$ cat src/design/rusi_pkg.sv
// rusi_pkg: widths, stage word types and helpers shared by the ray/unit sphere
// intersection pipeline. No dependencies.
package rusi_pkg;

  localparam int CoordW   = 32;               // coordinate and root width
  localparam int FracW    = 16;               // fraction bits of a coordinate
  localparam int TagW     = 16;               // shape tag width
  localparam int ProdW    = 2 * CoordW;       // one magnitude product
  localparam int SumW     = ProdW;            // sum of three products
  localparam int HalfW    = SumW / 2;         // split for partial products
  localparam int SqW      = 2 * SumW;         // h*h and a*c
  localparam int DW       = SqW + 2;          // discriminant, even width
  localparam int RootW    = DW / 2;           // integer square root
  localparam int RemW     = RootW + 2;        // square root remainder
  localparam int NumW     = RootW + 1;        // |-h +/- s|
  localparam int MW       = NumW + FracW + 2; // 2*num*2^FracW + a
  localparam int DenW     = SumW + 1;         // divisor 2a
  localparam int LimW     = SumW + CoordW + 1;
  localparam int SqrtCells = RootW;
  localparam int DivCells  = CoordW;

  localparam logic [SumW-1:0] One = SumW'(1) << (2 * FracW);

  // Carried alongside the square root chain
  typedef struct packed {
    logic            gn;    // sign of -h
    logic [SumW-1:0] hm;    // |h|
    logic [SumW-1:0] a;
    logic [TagW-1:0] tag;
    logic            keep;  // ray produces a result
  } side_t;

  typedef struct packed {
    logic [DW-1:0]    rad;  // radicand, consumed two bits per cell
    logic [RemW-1:0]  rem;
    logic [RootW-1:0] root;
    side_t            side;
  } sqrt_t;

  typedef struct packed {
    logic              neg;
    logic              ovf;
    logic [DenW-1:0]   rem;
    logic [CoordW-1:0] num; // dividend bits still to shift in
    logic [CoordW-1:0] q;
  } root_t;

  typedef struct packed {
    root_t           p;
    root_t           m;
    logic [DenW-1:0] den;
    logic [TagW-1:0] tag;
    logic            keep;
  } div_t;

  function automatic logic [CoordW-1:0] mag_of(input logic [CoordW-1:0] x);
    mag_of = x[CoordW-1] ? (~x + CoordW'(1)) : x;
  endfunction

endpackage

$ cat src/design/rusi_sqrt_cell.sv
// rusi_sqrt_cell: one digit of the integer square root; takes two radicand
// bits and yields one root bit. Uses rusi_pkg.
module rusi_sqrt_cell (
  input  logic            clk,
  input  logic            rst,
  input  logic            en,
  input  logic            in_v,
  input  rusi_pkg::sqrt_t in_d,
  output logic            out_v,
  output rusi_pkg::sqrt_t out_d
);

  logic [rusi_pkg::RemW+1:0] t;
  logic [rusi_pkg::RemW+1:0] trial;
  logic                      ge;

  assign t     = {in_d.rem, in_d.rad[rusi_pkg::DW-1 -: 2]};
  assign trial = (rusi_pkg::RemW+2)'({in_d.root, 2'b01});
  assign ge    = t >= trial;

  always_ff @(posedge clk) begin
    if (rst) begin
      out_v <= 1'b0;
    end else if (en) begin
      out_v <= in_v;
    end
  end

  always_ff @(posedge clk) begin
    if (en) begin
      out_d.rad  <= {in_d.rad[rusi_pkg::DW-3:0], 2'b00};
      out_d.rem  <= ge ? rusi_pkg::RemW'(t - trial) : rusi_pkg::RemW'(t);
      out_d.root <= {in_d.root[rusi_pkg::RootW-2:0], ge};
      out_d.side <= in_d.side;
    end
  end

endmodule

$ cat config.mk
export PLATFORM = sky130hd
export DESIGN_NAME = rusi_sqrt_cell
export DESIGN_NICKNAME = d
export VERILOG_FILES = /design/src/design/rusi_pkg.sv /design/src/design/rusi_sqrt_cell.sv
export SDC_FILE = /design/constraint.sdc
export NUM_CORES = 1
export LEC_CHECK = 0
export BUFFER_PORTS_ARGS = -buffer_cell sky130_fd_sc_hd__buf_2
export CAP_MARGIN = 0
export CORE_AREA = 3 3 319 321
export CTS_CLUSTER_SIZE = 16
export DETAILED_ROUTE_END_ITERATION = 10
export DIE_AREA = 0 0 322 324
export GPL_TIMING_DRIVEN = 0
export MAX_ROUTING_LAYER = met4
export PLACE_DENSITY = 0.4
export SYNTH_ARGS = -nofsm -noshare
export SYNTH_HDL_FRONTEND = slang
export SYNTH_SLANG_ARGS = --single-unit
$ cat constraint.sdc
create_clock -name clk -period 3.1 [get_ports clk]
set_clock_uncertainty 0.1 [all_clocks]
set_input_delay 0 -clock clk [delete_from_list [all_inputs] [get_ports clk]]
set_output_delay 0 -clock clk [all_outputs]
set_load 0.1 [all_outputs]
==> results.toml, run 1 <==
[drt]
vias = 16700
finalWirelength_um = 93600
wire_per_inst_um = 22.7
drc = 0
ant_nets = 0
dr.pass1.iters = 5
initialDrtViolationCount = 896
viasPerCell = 4.05

[floorplan]
die-area_um2 = 104000
die_x_um = 322
initial_core_util_pct = 17.6
die_h_um = 324
rows = 116
io_pins = 821
core_area_um2 = 99600

[logic_synthesis]
yosys.area_share.xor_xnor_pct = 2.89
yosysSeqAreaShare_pct = 69.5
yosys.cell_count.top_type = "edfxtp_1"
synth.top_cell.area_share_pct = 69.4
ys.flop_type = "edfxtp_1"
avgSynthCellArea_um2 = 14.7
synthArstFlopShare_pct = 0
ys_seq_elements = 407
yosys.area_share.simple_pct = 5.77
yosysTopAreaCell = "edfxtp_1"
syn_area_um2 = 17600
synth-adder-area-share_pct = 4.77
ys_top_cells_by_count = "406 x edfxtp_1, 86 x inv_1, 82 x a21oi_1"
syn_inst = 1193
synth_compound_area_share_pct = 9.39
synth_edf_count = 406
yosys-top-cells-area = "edfxtp_1 69%, ha_1 4.8%, mux2_2 3.1%"
synth_top_family_by_area = "compound AO/OA/AOI/OAI gates"
synth_cell_types = 71
synthMuxAreaShare_pct = 4.27
yosysWarnings = 0

[clocking]
clk_latency_ps = 620
cts.reportedPaths.clkPinSlew_ps = 50
cts_htree_levels = 2
cts_made_buffers = 50
clockBufferDepth = 3
cts_tree = "done"
cts.sinks = 407
ctsRootBufferMaster = "clkbuf_16"

[worst_setup_path]
rr_startpoint = "out_v"
ff2ff_path_depth = 3
path_class = "input pin to flip-flop"
crit_arrival_ps = 3300
worst_path_max_delay_cell = "or4b_4"
rrSetupSlack_ps = 1870
worst_setup_path_end_kind = "flip-flop"
path_buf_inv = 6
path_max_fanout = 10
crit_required_ps = 3360
crit_path_cell_trace = "buf_2, inv_1, ha_1, buf_2, nand4_1, or4b_4, a211oi_4, buf_6, o21ai_4, a211oi_4, o21ai_4, o21bai_4, buf_8, buf_12, mux2_2"
r2r_end = "out_v"
cp_top_family = "compound AO/OA/AOI/OAI gates"
critical_path.max_stage_delay_ps = 630
critPathLaunchType = "input pin"

[global_routing]
antenna_found_initial = 49
grtUsageTotal_pct = 17.5
overflow = 0
grt_pass1_wl_um = 126000
grt_max_degree = 130
grt_pass1_vias = 17600

[placed_design]
dp.cells = 3314
dpl_cell_area_um2 = 23400
place.port_buffers = 818
gp_congestion = 0.862
dpl.hpwl_um = 71500

[hold_path]
min_from = "in_d[260]"
min_path_type = "input pin to flip-flop"
holdPathEnd = "out_d[262]"
whs_path_depth = 2

[sta]
timing.hold.ws_ps = -390
fin_crit_sh_pct = 98.0
setup_viol = 0
rsz0062_at_grt = "yes"
worst_pin_slew_ps = 729
relSlewSlack_pct = 50.9
fmax_mhz = 329
hold_viol = 8
post-route-min-period_ps = 3040
drv_slew = 0

[finish]
post-route-util_pct = 32.3
fin_nets = 3233
multi_input_area_um2 = 4910
seq_area_um2 = 12200
area_growth_pct = 83.2
drive_gt1_share_pct = 36.1
finalNonFillerCells = 4121
fin_area_um2 = 32200
fill_cells = 10200

[job]
maxCapViolCount = 0

[power_and_ir_drop]
p_seq_share_pct = 35.1
p_int_uw = 11500
p_leak_uw = 0.0136
p_sw_share_pct = 40.9
power_frac_clock_pct = 29.4
power_uw = 19400
combPwrFrac_pct = 35.5
max-vdd-ir-drop_mv = 0.345
power_density_nw_per_um2 = 604
p_switching_uw = 7950

[outcome]
violations = "negative hold slack"
status = "finished with violations"
what timing repair did:
item | in CTS | in global routing
endpoints found under the setup margin | 68 | 63
setup buffers | 8 | 3
gates cloned | 0 | 0
pin swaps | 8 | 13
hold buffers | 669 | 19
hold endpoints to repair | 478 | 26
gates resized for setup | 38 | 21
worst max-delay path by stage:
stage	startpoint	endpoint	slack (ps)	depth (start not counted)
6_report	in_d[172]	out_d[259]	60	15
5_1_grt	in_d[172]	out_d[259]	-10	15
4_1_cts	in_d[180]	out_d[261]	9	13
3_5_place_dp	in_d[193]	out_d[275]	-1740	15
3_3_place_gp	en	out_v	-4690	3
2_1_floorplan	in_d[166]	out_d[261]	160	13
power groups by stage:
| stage | Combinational, uW | Sequential (uW) | Clock, uW |
|---|---|---|---|
| 6_report | 6900 | 6810 | 5710 |
| 2_1_floorplan | 956 | 10600 | 0 |
| 3_3_place_gp | 6130 | 6990 | 0 |
| 5_1_grt | 7180 | 6860 | 6110 |
| 4_1_cts | 6900 | 6810 | 5940 |
| 3_5_place_dp | 6140 | 6920 | 0 |
per-stage QoR:
step	setup TNS [ps]	setup slack (ps)
finish	0	63.3
global route	-39.1	-10.2
CTS	0	9.11
detailed placement	-102520	-1740
global placement	-1933050	-4690
floorplan	0	156
sequential cells by signal, summed over array words and instances (netlist names):
| name | flops |
|---|---|
| out_v | 1 |
| out_d | 406 |
cells by family (layout without fill, tap and decap cells):
family,Yosys count,after routing
DFF,407,407
adders and majority gates,67,67
muxes,67,67
AOI/OAI and AO/OA,253,253
other,1,32
xor gates and xnor gates,58,58
and+or+nand+nor,202,202
buffers and inverters,138,1737
layout by cell type (no fill, tap or decap), drive strengths merged, types with 3 or more instances in the layout:
| cell type | instances |
|---|---|
| or2 | 3 |
| xnor2 | 33 |
| clkbuf | 83 |
| xor2 | 25 |
| a2111oi | 6 |
| a21oi | 82 |
| a211oi | 6 |
| nand2 | 62 |
| nor3 | 8 |
| nor4 | 3 |
| nor2 | 44 |
| ha | 67 |
| nand3 | 10 |
| nand2b | 3 |
| and3 | 6 |
| a31oi | 7 |
| mux2 | 64 |
| dlygate4sd3 | 688 |
| inv | 90 |
| buf | 853 |
| o21ai | 49 |
| o21bai | 15 |
| a21o | 28 |
| edfxtp | 406 |
| and4 | 7 |
| clkinv | 20 |
| o31ai | 10 |
| a211o | 4 |
| o21a | 11 |
| o211ai | 6 |
| nand4 | 31 |
| nor2b | 4 |
| mux2i | 3 |
| and2 | 11 |
| diode | 30 |
routing by layer:
| metal | vias up | wire, um | track usage (%) |
|---|---|---|---|
| li1 | 7693 | - | - |
| met1 | 8149 | 35300 | 18.9 |
| met2 | 695 | 44600 | 28.2 |
| met3 | 159 | 8170 | 6.28 |
| met4 | 0 | 5480 | 9.11 |
| met5 | - | 0 | - |
cell type report:
cell class	count	area share, %
multi-input cells	649	15.2
flip-flops and latches	407	37.9
inverters	86	1.00
clock buffers	64	4.05
plain buffers	39	0.937
diodes	30	0.233
repair buffers	1521	34.8
well taps	1298	5.05
clock inverters	27	0.715
Note: power is estimated with default switching activity, not from simulation.
==> inputs of run 2 (changes only) <==
- PLACE_DENSITY: 0.4 -> default
==> results.toml, run 2 (synthesis gave the netlist of run 1 again) <==
[outcome]
status = "finished with violations"
violations = "negative hold slack"

[worst_setup_path]
worst_setup_path_end_kind = "flip-flop"
crit_arrival_ps = 3310
crit_required_ps = 3380
path_class = "input pin to flip-flop"
worst_path_max_delay_cell = "or4b_4"
critPathLaunchType = "input pin"
crit_path_cell_trace = "buf_2, inv_1, ha_1, clkbuf_4, nand4_1, nor2_1, or4b_4, nor3_4, o21ai_4, a211oi_4, o21ai_4, o21bai_4, buf_6, buf_6, mux2_2"
critical_path.max_stage_delay_ps = 520
rrSetupSlack_ps = 1810
path_max_fanout = 10

[placed_design]
dpl.hpwl_um = 77100
place.port_buffers = 818
gp_congestion = 0.846
post-place-ws_ps = -1400

[floorplan]
die_h_um = 324
die-area_um2 = 104000
rows = 116
core_area_um2 = 99600
initial_core_util_pct = 17.6
die_x_um = 322
io_pins = 821

[drt]
ant_nets = 0
viasPerCell = 4.07
dr.pass1.iters = 5
finalWirelength_um = 99800
initialDrtViolationCount = 953
wire_per_inst_um = 24.3
vias = 16700
drc = 0

[clocking]
cts_made_buffers = 52
cts.reportedPaths.clkPinSlew_ps = 60
clk_latency_ps = 620
cts_htree_levels = 2
clockBufferDepth = 3
cts.sinks = 407
ctsRootBufferMaster = "clkbuf_16"
cts_tree = "done"

[finish]
layout_commonest_cell = "buf_2"
fin_nets = 3208
area_growth_pct = 82.3
drive_gt1_share_pct = 36.8
post-route-util_pct = 32.2
largest_register_ff_count = 406
top_register = "out_d"
largest_registers = "out_d: 406 flops, out_v: 1 flops"
mostFrequentLayoutCells = "827 x buf_2, 663 x dlygate4sd3_1, 406 x edfxtp_1"

[power_and_ir_drop]
p_leak_uw = 0.0135
power_density_nw_per_um2 = 624
max-vdd-ir-drop_mv = 0.491

[sta]
fmax_mhz = 330
worst_pin_slew_ps = 897
finalSetupTns_ps = 0
worst_slack_ps = 65.5
fin_crit_sh_pct = 97.9
post-route-min-period_ps = 3030
relSlewSlack_pct = 40.2
hold_viol = 12
drv_slew = 0
timing.hold.ws_ps = -417
setup_viol = 0

[global_routing]
antenna_found_initial = 53
grt_max_degree = 111
grtUsageTotal_pct = 18.7
grt_pass1_vias = 17000
overflow = 0
grt_pass1_wl_um = 131000

[hold_path]
min_path_type = "input pin to flip-flop"

[job]
maxCapViolCount = 0
run 2: changes by cell type in the layout (fill, tap and decap cells not counted), sizes merged, moves of 2 or more:
cell,before,now
clkinvlp,1,4
clkbuf,83,74
bufinv,2,5
buf,853,851
dlygate4sd3,688,663
inv,90,95
run 2: stage by stage:
stage | hold WS [ps] | cells | area, um^2 | power, uW
2_1_floorplan | -27.6 | 1194 | 17600 | 11600
6_report | -417 | 4098 | 32000 | 20000
4_1_cts | -541 | 4047 | 31700 | 20200
5_1_grt | -460 | 4091 | 32000 | 20700
3_5_place_dp | 62.7 | 3313 | 23400 | 13100
3_3_place_gp | 58.5 | 3310 | 23300 | 13100
run 2: routing by layer:
layer | part of all wire, % | global-route usage, % | vias up
li1 | - | - | 7654
met1 | 37 | 19.7 | 8069
met2 | 47 | 30.2 | 764
met3 | 10 | 7.61 | 181
met4 | 5.9 | 9.95 | 0
met5 | 0 | - | -
run 2: area by class of cell:
| type | instances | area (um^2) |
|---|---|---|
| Antenna cell | 31 | 77.6 |
| Buffer | 40 | 270 |
| Clock buffer | 55 | 1310 |
| Clock inverter | 39 | 407 |
| Fill cell | 10100 | 67500 |
| Inverter | 86 | 323 |
| Multi-Input combinational cell | 649 | 4900 |
| Sequential cell | 407 | 12200 |
| Tap cell | 1298 | 1620 |
| Timing Repair Buffer | 1493 | 10900 |
run 2: final timing paths:
path,startpoint,end,cells after the start
min,in_d[227],out_d[229],2
max,in_d[189],out_d[225],15
max reg2reg,out_v,out_v,3
min reg2reg,out_v,out_v,3
run 2: what timing repair did:
action | 4_1_cts | 5_1_grt
hold buffers | 643 | 20
gates cloned | 0 | 0
hold endpoints to repair | 515 | 30
endpoints found under the setup margin | 68 | 53
pin swaps | 6 | 7
buffers inserted | 5 | 4
gates resized for setup | 25 | 22
run 2: critical path: cells and delay by family:
| kind | cells | cell delay [ps] |
|---|---|---|
| and+or+nand+nor | 4 | 1090 |
| adders and majority gates | 1 | 280 |
| muxes | 1 | 350 |
| buffers and inverters | 5 | 710 |
| AOI/OAI and AO/OA | 4 | 870 |
run 2: power breakdown:
part / internal (uW) / leakage (uW) / switching, uW
logic: 1620 / 0.00870 / 5310
clock network: 3540 / 0.000833 / 2700
registers: 6670 / 0.00398 / 138
total: 11800 / 0.0135 / 8150
==> inputs of run 3 (changes only) <==
- PLACE_DENSITY: default -> 0.47
==> results.toml, run 3 (synthesis gave the netlist of run 1 again) <==
[worst_setup_path]
path_class = "input pin to flip-flop"
critPathLaunchType = "input pin"
worst_setup_path_end_kind = "flip-flop"
crit_required_ps = 3370
crit_arrival_ps = 3270
ff2ff_path_depth = 3
path_max_fanout = 10

[floorplan]
io_pins = 821
initial_core_util_pct = 17.6
die-area_um2 = 104000
die_h_um = 324
core_area_um2 = 99600
rows = 116
die_x_um = 322

[drt]
drc = 0
viasPerCell = 4.01
vias = 16600
ant_nets = 0
wire_per_inst_um = 23.7
dr.pass1.iters = 5
finalWirelength_um = 97800
initialDrtViolationCount = 805

[hold_path]
min_path_type = "input pin to flip-flop"
whs_path_depth = 2

[global_routing]
antenna_found_initial = 52
grt_max_degree = 104
grt_pass1_wl_um = 130000
grt_pass1_vias = 16900
overflow = 0
grtUsageTotal_pct = 18.5

[clocking]
ctsRootBufferMaster = "clkbuf_16"
cts_made_buffers = 53
cts_tree = "done"
cts.reportedPaths.clkPinSlew_ps = 70
clockBufferDepth = 3
clk_latency_ps = 620
cts.sinks = 407
cts_htree_levels = 2

[finish]
drive_gt1_share_pct = 37.0
top_register = "out_d"
fill_cells = 10100
largest_registers = "out_d: 406 flops, out_v: 1 flops"
area_growth_pct = 84.1
mostFrequentLayoutCells = "825 x buf_2, 681 x dlygate4sd3_1, 406 x edfxtp_1"
largest_register_ff_count = 406
fin_area_um2 = 32300
layout_commonest_cell = "buf_2"
fin_nets = 3229

[power_and_ir_drop]
combPwrFrac_pct = 34.7
p_int_uw = 11900
p_sw_share_pct = 40.4
p_leak_uw = 0.0136
power_frac_clock_pct = 31.3
max-vdd-ir-drop_mv = 0.369
p_switching_uw = 8070
p_seq_share_pct = 34.0
power_density_nw_per_um2 = 618

[outcome]
status = "finished with violations"
violations = "negative hold slack"

[placed_design]
dpl.hpwl_um = 76900
gp_congestion = 0.879
dpl_cell_area_um2 = 23400
place.port_buffers = 818

[sta]
setup_viol = 0
worst_pin_slew_ps = 755
fmax_mhz = 333
post-route-min-period_ps = 3000
relSlewSlack_pct = 49.3
timing.hold.ws_ps = -415
rsz0062_at_grt = "no"
hold_viol = 16
fin_crit_sh_pct = 96.8
drv_slew = 0

[job]
maxCapViolCount = 0
## run 3: cell types whose count changed in the layout (fill, tap and decap cells not counted), moves of 3 or more
cell	delta
dlygate4sd3_1	+18
ha_2	+3
diode_2	+5
clkbuf_4	-3
ha_1	-4
clkinv_2	+4
inv_6	-4
buf_4	+13
## run 3: final cells by class
cell class	count	area [um^2]	share of cell area, %
Antenna cell	36	90.1	0.279
Buffer	34	250	0.774
Clock buffer	63	1360	4.22
Clock inverter	37	373	1.15
Inverter	86	323	0.998
Multi-Input combinational cell	649	4920	15.2
Sequential cell	407	12200	37.8
Tap cell	1298	1620	5.02
Timing Repair Buffer	1519	11200	34.6
## run 3: critical path, stage by stage
cell           delay, ps
dlygate4sd3_1        570
buf_2                140
ha_1                 390
a21oi_2              190
o21ai_0              120
a21o_1               200
a21oi_1              230
o21bai_1             140
a21o_1               230
o21ai_4              210
o21bai_4              90
buf_12               140
buf_12               130
buf_8                140
mux2_1               330
## run 3: metal layers
layer	routed length, um	track usage [%]
met1	36400	19.7
met2	47600	30.9
met3	10100	7.71
met4	3730	6.35
met5	0	-
## run 3: worst paths after layout
path / slack (ps) / endpoint / start
worst max-delay path: 100 / out_d[263] / in_d[265]
worst min register to register: 990 / out_v / out_v
worst max register to register: 1810 / out_v / out_v
worst min-delay path: -410 / out_d[229] / in_d[227]
## run 3: power groups by stage
stage                     sequential [uW]  clock, uW  combinational [uW]
after floorplan                     10600          0                 956
after global placement               6970          0                6180
after detailed placement             6900          0                6200
after CTS                            6800       6490                6950
after global routing                 6850       6680                7230
final                                6800       6250                6930
## run 3: repair_timing
action                     CTS  global route
hold endpoints to repair   466            32
setup buffers                6            10
hold buffers               661            20
pin swaps                    9            11
setup endpoints to repair   68            64
gates resized for setup     38            25
## run 3: per-stage QoR
step	cells	TNS [ps]	utilization (%)	power, uW	worst slack, ps
global placement	3310	-2059980	23.4	13100	-5030
global route	4120	0	32.4	20800	1.87
finish	4129	0	32.5	20000	99.0
CTS	4075	-3.97	32.1	20200	-3.97
detailed placement	3314	-103370	23.5	13100	-1760
floorplan	1194	0	-	11600	156
