--- src/design/rusi_pkg.sv ---
// rusi_pkg: widths, stage word types and helpers shared by the ray/unit sphere
// intersection pipeline. No dependencies.
package rusi_pkg;

  localparam int CoordW   = 32;               // coordinate and root width
  localparam int FracW    = 16;               // fraction bits of a coordinate
  localparam int TagW     = 16;               // shape tag width
  localparam int ProdW    = 2 * CoordW;       // one magnitude product
  localparam int SumW     = ProdW;            // sum of three products
  localparam int HalfW    = SumW / 2;         // split for partial products
  localparam int SqW      = 2 * SumW;         // h*h and a*c
  localparam int DW       = SqW + 2;          // discriminant, even width
  localparam int RootW    = DW / 2;           // integer square root
  localparam int RemW     = RootW + 2;        // square root remainder
  localparam int NumW     = RootW + 1;        // |-h +/- s|
  localparam int MW       = NumW + FracW + 2; // 2*num*2^FracW + a
  localparam int DenW     = SumW + 1;         // divisor 2a
  localparam int LimW     = SumW + CoordW + 1;
  localparam int SqrtCells = RootW;
  localparam int DivCells  = CoordW;

  localparam logic [SumW-1:0] One = SumW'(1) << (2 * FracW);

  // Carried alongside the square root chain
  typedef struct packed {
    logic            gn;    // sign of -h
    logic [SumW-1:0] hm;    // |h|
    logic [SumW-1:0] a;
    logic [TagW-1:0] tag;
    logic            keep;  // ray produces a result
  } side_t;

  typedef struct packed {
    logic [DW-1:0]    rad;  // radicand, consumed two bits per cell
    logic [RemW-1:0]  rem;
    logic [RootW-1:0] root;
    side_t            side;
  } sqrt_t;

  typedef struct packed {
    logic              neg;
    logic              ovf;
    logic [DenW-1:0]   rem;
    logic [CoordW-1:0] num; // dividend bits still to shift in
    logic [CoordW-1:0] q;
  } root_t;

  typedef struct packed {
    root_t           p;
    root_t           m;
    logic [DenW-1:0] den;
    logic [TagW-1:0] tag;
    logic            keep;
  } div_t;

  function automatic logic [CoordW-1:0] mag_of(input logic [CoordW-1:0] x);
    mag_of = x[CoordW-1] ? (~x + CoordW'(1)) : x;
  endfunction

endpackage

--- src/design/rusi_div_cell.sv ---
// rusi_div_cell: one quotient bit of both root divisions (restoring step).
// Uses rusi_pkg.
module rusi_div_cell (
  input  logic           clk,
  input  logic           rst,
  input  logic           en,
  input  logic           in_v,
  input  rusi_pkg::div_t in_d,
  output logic           out_v,
  output rusi_pkg::div_t out_d
);

  function automatic rusi_pkg::root_t step(input rusi_pkg::root_t r,
                                           input logic [rusi_pkg::DenW-1:0] den);
    logic [rusi_pkg::DenW:0] t;
    logic                    ge;
    rusi_pkg::root_t         o;
    t     = {r.rem, r.num[rusi_pkg::CoordW-1]};
    ge    = t >= {1'b0, den};
    o     = r;
    o.rem = ge ? rusi_pkg::DenW'(t - {1'b0, den}) : rusi_pkg::DenW'(t);
    o.num = {r.num[rusi_pkg::CoordW-2:0], 1'b0};
    o.q   = {r.q[rusi_pkg::CoordW-2:0], ge};
    step  = o;
  endfunction

  always_ff @(posedge clk) begin
    if (rst) begin
      out_v <= 1'b0;
    end else if (en) begin
      out_v <= in_v;
    end
  end

  always_ff @(posedge clk) begin
    if (en) begin
      out_d.p    <= step(in_d.p, in_d.den);
      out_d.m    <= step(in_d.m, in_d.den);
      out_d.den  <= in_d.den;
      out_d.tag  <= in_d.tag;
      out_d.keep <= in_d.keep;
    end
  end

endmodule
--- config.mk ---
export PLATFORM = sky130hd
export DESIGN_NAME = rusi_div_cell
export DESIGN_NICKNAME = d
export VERILOG_FILES = /design/src/design/rusi_pkg.sv /design/src/design/rusi_div_cell.sv
export SDC_FILE = /design/constraint.sdc
export NUM_CORES = 1
export LEC_CHECK = 0
export ABC_AREA = 1
export ABC_CLOCK_PERIOD_IN_PS = 2500
export BUFFER_PORTS_ARGS = -buffer_cell sky130_fd_sc_hd__clkbuf_2
export CAP_MARGIN = 20
export CORE_ASPECT_RATIO = 0.8
export CORE_MARGIN = 5
export CORE_UTILIZATION = 35
export CTS_CLUSTER_DIAMETER = 150
export DETAILED_ROUTE_END_ITERATION = 10
export PLACE_DENSITY_LB_ADDON = 0.2
export SETUP_SLACK_MARGIN = 0.02
export SLEW_MARGIN = 20
export SYNTH_ARGS = -nofsm -noshare
export SYNTH_HDL_FRONTEND = slang
export SYNTH_SLANG_ARGS = --single-unit
--- constraint.sdc ---
create_clock -name clk -period 2.5 [get_ports clk]
set_clock_uncertainty 0.15 [all_clocks]
set_input_delay 0.5 -clock clk [delete_from_list [all_inputs] [get_ports clk]]
set_output_delay 0.5 -clock clk [all_outputs]
set_load 0.01 [all_outputs]
==> results.toml, run 1 <==
[finish]
layout_common_cells = "nand2_1 (1305), clkbuf_2 (684), inv_1 (682)"
final_common_cell = "nand2_1"
fillers = 6897
post-route-cell-area_mm2 = 0.0385
drive_above_1_share_pct = 34.2
area_growth_pct = 54.9
nNetsFinal = 5484

[floorplan]
io_pins = 693
die_area_mm2 = 0.0764
initial_core_util_pct = 35.3
die_w_um = 308
fp.dieH_um = 248
rows = 87
fp.coreArea_mm2 = 0.0704

[sta]
drv_slew = 0
fmax_mhz = 405
grt_setup_unrepaired = "yes"
hold_viol_final = 0
setup_violations = 0
post-route-period-util_pct = 98.8
whs_ns = 0.0694
period_needed_ns = 2.47

[logic_synthesis]
synth_warnings = 0
seq_area_frac_synth_pct = 41.4
synth_edf_count = 342
async_flop_share_pct = 0
synth_cell_types = 39
synth_seq_cells = 343
syn_area_per_cell_um2 = 7.17
synth_ff_type = "edfxtp_1"
syn-cell-area_mm2 = 0.0248
netlist_instances = 3462

[grt]
grt_max_degree = 82
grt_pass1_wl_mm = 155
grt_pass1_vias = 25800
antenna_found_initial = 12
grt_util_all_layers_pct = 27.2
gr-total-overflow = 0

[clock_network]
clkTransAtPathRegs_ns = 0.07
cts_tree = "done"
cts-root-buf = "clkbuf_16"
worstSkewPairLatency_ns = 0.58
cts.sinks = 343
h-tree-depth = 2
cts_max_path_buffers = 3
cts_made_buffers = 38

[detailed_routing]
drt-initial-drc-count = 2098
wl_met2_mm = 48.8
wl_met1_mm = 49.0
wirelength_mm = 110
avgViaCountPerCell = 4.59
drc = 0
dr_wl_met3_mm = 8.87
first_pass_iters = 5
top_layer = "met5"
wl_per_cell_um = 18.3
ant_nets = 0
vias = 27500

[run]
maxCapViolCount = 0

[place]
place_area_mm2 = 0.0343
gp_congestion = 1.01
port_buffers = 688
dp_hpwl_mm = 92.5

[min_path]
hold_class = "input pin to flip-flop"

[pwr]
p_leak_nw = 21.0
ir_drop_mv = 0.452
power_density_mw_per_mm2 = 513

[critical_path]
rrSetupSlack_ns = 1.21
required_ns = 2.68
arrival_ns = 2.65
cp_max_fo = 14
endpoint_kind = "flip-flop"
worstSetupPathType = "input pin to flip-flop"
startpoint_type = "input pin"

[outcome]
status = "complete, no violations"
-- logic make-up after synthesis --
kind of cell,Yosys count,synth area share (%)
simple gates,2039,34.8
other cells,1,0.0151
buf+inv,774,12.5
xor+xnor,60,2.12
flops,343,41.4
fa+ha+maj,132,6.71
mux,1,0.0403
compound gates,112,2.32
-- layout make-up --
class / instances / area [um^2] / share of cell area (%)
Clock inverter: 21 / 204 / 0.530
Sequential cell: 343 / 10300 / 26.7
Tap cell: 934 / 1170 / 3.04
Inverter: 730 / 2760 / 7.18
Multi-Input combinational cell: 2346 / 12300 / 31.9
Clock buffer: 47 / 985 / 2.56
Timing Repair Buffer: 1545 / 10800 / 28.0
Antenna cell: 13 / 32.5 / 0.0846
-- per-stage QoR --
step	setup TNS, ns	utilization (%)	cells	power, W	setup WS (ns)
2_1_floorplan	0	-	3463	0.0104	0.0208
3_3_place_gp	-83.72	48.7	5698	0.0138	-0.803
3_5_place_dp	-84.84	48.7	5698	0.0138	-0.776
4_1_cts	0	53.3	5962	0.0196	0.0230
5_1_grt	-1.36	54.6	5976	0.0208	-0.0700
6_report	0	54.6	5979	0.0198	0.0295
-- layer usage --
layer	global-route usage, %	up-vias
li1	-	13800
met1	38.5	12600
met2	42.8	911
met3	5.07	129
met4	7.34	2
met5	2.39	-
-- what timing repair did --
| item | 4_1_cts | 5_1_grt |
|---|---|---|
| gates resized for setup | 12 | 195 |
| hold buffers | 196 | 0 |
| setup endpoints to repair | 99 | 131 |
| pin swaps | 0 | 21 |
| cloned | 0 | 1 |
| setup buffers | 0 | 3 |
| hold endpoints to repair | 195 | 0 |
-- critical path: stages --
cell	delay [ns]
clkbuf_2	0.09
inv_1	0.23
ha_1	0.32
nand2_1	0.13
nor2_1	0.07
nand2_1	0.10
nor2_1	0.05
buf_4	0.14
nand3_1	0.10
nand3_2	0.10
nor2_4	0.23
nand2_8	0.12
buf_12	0.18
buf_4	0.14
nand3_1	0.08
nand2_1	0.06
-- worst paths after layout --
| check | cells after the start | startpoint | endpoint |
|---|---|---|---|
| worst max-delay path | 16 | in_d[38] | out_d[313] |
| worst min-delay path | 2 | in_d[69] | out_d[69] |
| worst min register to register | 3 | out_v | out_v |
| worst max register to register | 3 | out_v | out_v |
-- sequential cells by signal (all words and copies together), names as in the netlist --
register and count:
out_d 342, out_v 1
-- cell usage after synthesis (2+ instances only) --
library cell | n | share of area (%)
a21o_1 | 2 | 0.060
buf_6 | 4 | 0.18
nand4_1 | 16 | 0.40
o21ai_0 | 9 | 0.18
o21bai_1 | 2 | 0.060
nand3b_1 | 30 | 0.91
nand2_1 | 1344 | 20
or2_2 | 2 | 0.050
ha_1 | 130 | 6.5
buf_12 | 7 | 0.56
and2_1 | 3 | 0.076
nand3_2 | 4 | 0.16
nand2_2 | 75 | 1.9
nor3_2 | 4 | 0.16
nor2_2 | 25 | 0.63
inv_2 | 28 | 0.42
nand2_4 | 2 | 0.091
inv_1 | 699 | 11
clkinv_1 | 3 | 0.045
fa_1 | 2 | 0.16
nor4_1 | 9 | 0.23
xor2_1 | 60 | 2.1
nor2_4 | 10 | 0.45
buf_4 | 6 | 0.18
a21oi_1 | 96 | 1.9
and3_1 | 7 | 0.18
nor3_1 | 23 | 0.46
edfxtp_1 | 342 | 41
buf_2 | 26 | 0.52
nor2_1 | 194 | 2.9
nand3_1 | 290 | 5.8
-- power breakdown --
group	internal, W	switching (W)
Clock	0.00304	0.00243
Combinational	0.00300	0.00397
Sequential	0.00710	0.000214
Note: power is estimated with default switching activity, not from simulation.
==> run 2, diff against run 1 <==
--- a/config.mk
+++ b/config.mk
@@ -8,12 +8,11 @@
 export ABC_AREA = 1
 export ABC_CLOCK_PERIOD_IN_PS = 2500
 export BUFFER_PORTS_ARGS = -buffer_cell sky130_fd_sc_hd__clkbuf_2
-export CAP_MARGIN = 20
-export CORE_ASPECT_RATIO = 0.8
-export CORE_MARGIN = 5
-export CORE_UTILIZATION = 35
+export CAP_MARGIN = 25
+export CORE_AREA = 5 5 267 269
 export CTS_CLUSTER_DIAMETER = 150
 export DETAILED_ROUTE_END_ITERATION = 10
+export DIE_AREA = 0 0 272 274
 export PLACE_DENSITY_LB_ADDON = 0.2
 export SETUP_SLACK_MARGIN = 0.02
 export SLEW_MARGIN = 20
==> run 2 against run 1 <==
Non-clock buffer count decreased by 23; core utilization rose by 1.5 points; combinational power about the same; global-route usage is 2.1 points higher; fmax about the same; register-to-register slack improved by 0.55 ns; clock power rose by 7.5%; critical path type unchanged; largest cell class unchanged; largest power group unchanged.
==> results.toml, run 2 (synthesis gave the netlist of run 1 again) <==
[outcome]
status = "complete, no violations"

[detailed_routing]
ant_nets = 0
drt-initial-drc-count = 1906
avgViaCountPerCell = 4.69
wl_per_cell_um = 19.6
wirelength_mm = 116
vias = 27700
first_pass_iters = 6
drc = 0

[critical_path]
crit_chain = "clkbuf_2, inv_1, ha_1, nand2_1, nor2_1, nand2_1, nor2_1, buf_4, nand3_1, nand3_2, nor2_4, nand2_8, buf_12, buf_12, nand3_1, nand2_1"
endpoint_kind = "flip-flop"
cpPeakStageDelay_ns = 0.31
worstSetupPathType = "input pin to flip-flop"
rr_worst_depth = 2
startpoint_type = "input pin"
cp_max_fo = 10
critPathMostFrequentCell = "nand2_1"
slowest_stage = "ha_1"
arrival_ns = 2.64
required_ns = 2.67

[clock_network]
h-tree-depth = 2
clkTransAtPathRegs_ns = 0.06
cts_max_path_buffers = 3
cts_tree = "done"
cts_made_buffers = 40
worstSkewPairLatency_ns = 0.57
cts.sinks = 343
cts-root-buf = "clkbuf_16"

[sta]
post-route-period-util_pct = 98.7
fmax_mhz = 405
grt_setup_unrepaired = "yes"
fin_tns_setup_ns = 0
setup_violations = 0
drv_slew = 0
whs_ns = 0.0544
hold_viol_final = 0
period_needed_ns = 2.47

[floorplan]
initial_core_util_pct = 36.3
fp.dieH_um = 274
die_area_mm2 = 0.0745
die_w_um = 272
rows = 96
fp.coreArea_mm2 = 0.0683
io_pins = 693

[finish]
final_common_cell = "nand2_1"
fillers = 6516
drive_above_1_share_pct = 34.6
top_regs = "out_d x342, out_v x1"
nNetsFinal = 5463
layout_common_cells = "nand2_1 (1296), clkbuf_2 (687), inv_1 (681)"
largest_register = "out_d"
area_growth_pct = 54.5
largest_reg_flops = 342

[grt]
grt_pass1_wl_mm = 164
antenna_found_initial = 15
grt_pass1_vias = 26800
gr-total-overflow = 0
grt_max_degree = 65
grt_util_all_layers_pct = 29.3

[place]
dp_hpwl_mm = 96.3
gp_congestion = 0.994
port_buffers = 688

[min_path]
whs_path_depth = 3
hold_class = "input pin to flip-flop"

[run]
maxCapViolCount = 0

[pwr]
total_power_w = 0.0202
p_leak_nw = 20.9
ir_drop_mv = 0.423
power_density_mw_per_mm2 = 527
run 2: changes by cell type in the layout (fill, tap and decap cells not counted), sizes merged, moves of 3 or more:
cell	previous run	this run
buf	662	639
diode	13	7
clkbuf	734	738
clkinvlp	8	12
dlygate4sd3	196	193
run 2: layer usage:
metal,vias to the layer above,wire length [um],global-route usage (%)
met4,10,4010,9.47
met3,172,7270,4.30
met5,-,69,0
li1,13800,-,-
met2,962,58500,53.6
met1,12800,45800,35.5
run 2: worst paths after layout:
path,startpoint,endpoint,slack (ns)
worst max-delay path,in_d[30],out_d[279],0.03
worst min register to register,out_v,out_v,0.37
worst min-delay path,in_v,out_v,0.05
worst max register to register,out_v,out_v,1.76
run 2: layout make-up:
| class | count | area, um^2 | share of cell area (%) |
|---|---|---|---|
| Clock inverter | 26 | 239 | 0.623 |
| Tap cell | 882 | 1100 | 2.88 |
| Antenna cell | 7 | 17.5 | 0.0456 |
| Timing Repair Buffer | 1522 | 10500 | 27.5 |
| Sequential cell | 343 | 10300 | 26.8 |
| Multi-Input combinational cell | 2346 | 12300 | 32.2 |
| Clock buffer | 48 | 1070 | 2.79 |
| Inverter | 730 | 2770 | 7.23 |
run 2: what timing repair did:
action	4_1_cts	5_1_grt
hold buffers	193	0
setup buffers	0	11
pin swaps	0	22
hold endpoints to repair	193	0
gates cloned	0	4
gates resized for setup	3	219
endpoints found under the setup margin	10	132
run 2: critical path, delay by kind of cell:
family,cells,cell delay [ns]
adder cells (fa/ha/maj),1,0.31
buffers and inverters,5,0.71
AND/OR/NAND/NOR,10,1.10
run 2: through the flow:
stage,worst slack (ns),instance area [um^2],util [%],std cells
4_1_cts,-0.00339,37200,54.5,5882
3_5_place_dp,-0.677,34000,49.7,5615
6_report,0.0317,38400,56.1,5904
5_1_grt,-0.0560,38400,56.1,5901
2_1_floorplan,0.0208,24800,-,3463
3_3_place_gp,-0.628,34000,49.7,5615
run 2: power breakdown:
group	switching, W	internal (W)	total (W)	leakage, nW
clock network	0.00247	0.00340	0.00587	0.637
logic	0.00402	0.00298	0.00700	16.9
registers	0.000238	0.00710	0.00734	3.35
total	0.00673	0.0135	0.0202	20.9
==> run 3, diff against run 2 <==
--- a/config.mk
+++ b/config.mk
@@ -13,8 +13,10 @@
 export CTS_CLUSTER_DIAMETER = 150
 export DETAILED_ROUTE_END_ITERATION = 10
 export DIE_AREA = 0 0 272 274
+export GPL_TIMING_DRIVEN = 0
+export HOLD_SLACK_MARGIN = 0.1
 export PLACE_DENSITY_LB_ADDON = 0.2
-export SETUP_SLACK_MARGIN = 0.02
+export SETUP_SLACK_MARGIN = 0.15
 export SLEW_MARGIN = 20
 export SYNTH_ARGS = -nofsm -noshare
 export SYNTH_HDL_FRONTEND = slang
==> run 3 against run 2 <==
Cell count shrank 7.9%; critical path depth grew 2; flip-flop and latch count is the same; routed wire length shrank 0.11%; total power shrank 0.26%; combinational power grew 1%; register-to-register slack lost 0.56 ns; core utilization shrank 1.0 points; die area is the same; via count shrank 5.8%.
==> results.toml, run 3 (synthesis gave the netlist of run 1 again) <==
[pwr]
intPower_w = 0.0132
seqPwrFrac_pct = 36.1
power_density_mw_per_mm2 = 535
swShare_pct = 34.7
power_frac_comb_pct = 35.1
ir_drop_mv = 0.427
p_leak_nw = 19.0
p_sw_w = 0.00699
clkPwrFrac_pct = 28.8

[finish]
area_growth_pct = 51.8
nNetsFinal = 4999
multi_input_comb_area_mm2 = 0.0147
final_util_pct = 55.1
final_common_cell = "nand2_1"
largest_reg_flops = 342
layout_common_cells = "nand2_1 (1159), clkbuf_2 (661), inv_1 (622)"
largest_register = "out_d"
top_regs = "out_d x342, out_v x1"
seq_area_mm2 = 0.0103
fillers = 6560
drive_above_1_share_pct = 35.6

[critical_path]
rrSetupSlack_ns = 1.20
cp_max_fo = 6
rr_worst_depth = 3
path_buf_inv = 6
timing.rr.end = "out_v"
endpoint_kind = "flip-flop"
crit_chain = "buf_4, clkinvlp_4, ha_4, buf_4, nand2_1, nand2_1, nand2_1, nand2_2, inv_2, nand2_2, nand2_2, a21oi_4, nor2_4, nand2_8, buf_12, clkbuf_16, nand2_4, nand2_4"
cp_top_family = "simple AND/OR/NAND/NOR gates"
startpoint_type = "input pin"
required_ns = 2.66
worstSetupPathType = "input pin to flip-flop"
crit_start = "in_d[56]"
arrival_ns = 2.61
slowest_stage = "ha_4"
cpPeakStageDelay_ns = 0.33
rr_startpoint = "out_v"

[detailed_routing]
avgViaCountPerCell = 4.80
drc = 0
first_pass_iters = 6
wl_per_cell_um = 21.3
vias = 26100
wirelength_mm = 116
ant_nets = 0
drt-initial-drc-count = 1773

[grt]
gr-total-overflow = 0
grt_pass1_wl_mm = 161
antenna_found_initial = 12
grt_pass1_vias = 25600
grt_util_all_layers_pct = 29.3
grt_max_degree = 95

[min_path]
hold_end = "out_d[152]"
hold_class = "input pin to flip-flop"
hold_path_startpoint = "in_d[151]"
whs_path_depth = 3

[sta]
period_needed_ns = 2.45
hold_viol_final = 0
fmax_mhz = 408
fin_tns_setup_ns = 0
grt_setup_unrepaired = "yes"
post-route-period-util_pct = 98.0
whs_ns = 0.124
drv_slew = 0
tightest_slew_ns = 0.670
maxSlewHeadroom_pct = 55.3
setup_violations = 0

[floorplan]
die_w_um = 272
fp.coreArea_mm2 = 0.0683
rows = 96
io_pins = 693
initial_core_util_pct = 36.3
die_area_mm2 = 0.0745
fp.dieH_um = 274

[clock_network]
cts_tree = "done"
clkTransAtPathRegs_ns = 0.06
cts-root-buf = "clkbuf_16"
cts.sinks = 343
cts_max_path_buffers = 3
cts_made_buffers = 39
worstSkewPairLatency_ns = 0.57
h-tree-depth = 2

[place]
dp_hpwl_mm = 95.0
gp_congestion = 0.969
port_buffers = 688

[run]
maxCapViolCount = 0

[outcome]
status = "complete, no violations"
[run 3: changes by cell type in the layout (fill, tap and decap cells not counted), sizes merged]
| cell | before | now |
|---|---|---|
| dlygate4sd3 | 193 | 212 |
| bufinv | 3 | 4 |
| clkinv | 19 | 22 |
| buf | 639 | 166 |
| clkinvlp | 12 | 42 |
| inv | 722 | 688 |
| bufbuf | 0 | 1 |
| clkbuf | 738 | 724 |
| diode | 7 | 6 |
[run 3: repair_timing]
action / 4_1_cts / 5_1_grt
gates resized for setup: 290 / 358
pin swaps: 79 / 113
hold endpoints to repair: 210 / 1
endpoints found under the setup margin: 132 / 131
buffers inserted: 54 / 51
gates cloned: 1 / 6
hold buffers: 211 / 1
[run 3: area by class of cell]
class / instances / share of cell area, %
multi-input cells: 2346 / 38.9
flip-flops and latches: 343 / 27.3
repair buffers: 1015 / 18.2
inverters: 730 / 7.69
well taps: 882 / 2.93
clock buffers: 44 / 2.70
plain buffers: 44 / 1.62
clock inverters: 26 / 0.674
diodes: 6 / 0.0398
[run 3: tightest hold or removal path: cells and delay by family]
kind,cells,cell delay (ns)
and+or+nand+nor,2,0.13
buffers and inverters,1,0.10
[run 3: power by group through the flow]
stage	sequential, W	combinational [W]	clock (W)
finish	0.00727	0.00708	0.00581
detailed placement	0.00738	0.00584	0
CTS	0.00726	0.00654	0.00594
global placement	0.00744	0.00580	0
global route	0.00732	0.00761	0.00617
floorplan	0.00771	0.00293	0
[run 3: worst max-delay path by stage]
stage | endpoint | slack [ns] | cells past startpoint
floorplan | out_d[209] | 0.1 | 17
global placement | out_v | -5.20 | 3
detailed placement | out_d[299] | -1.0 | 14
CTS | out_d[178] | 0.09 | 16
global route | out_d[175] | 0.03 | 17
finish | out_d[175] | 0.05 | 18
[run 3: routing by layer]
| layer | up-vias | share of wire, % | track usage (%) |
|---|---|---|---|
| li1 | 12900 | - | - |
| met5 | - | 0.068 | 0 |
| met4 | 12 | 5.5 | 14.5 |
| met3 | 225 | 6.3 | 5.40 |
| met1 | 12100 | 40 | 34.9 |
| met2 | 896 | 49 | 51.1 |
[run 3: per-stage QoR]
stage	setup slack, ns	std cells	power [W]	area (um^2)
floorplan	0.0958	3463	0.0106	26100
global placement	-5.20	5033	0.0132	30700
detailed placement	-0.998	5036	0.0132	30800
CTS	0.0910	5372	0.0198	35800
global route	0.0323	5434	0.0211	37700
finish	0.0489	5436	0.0202	37700
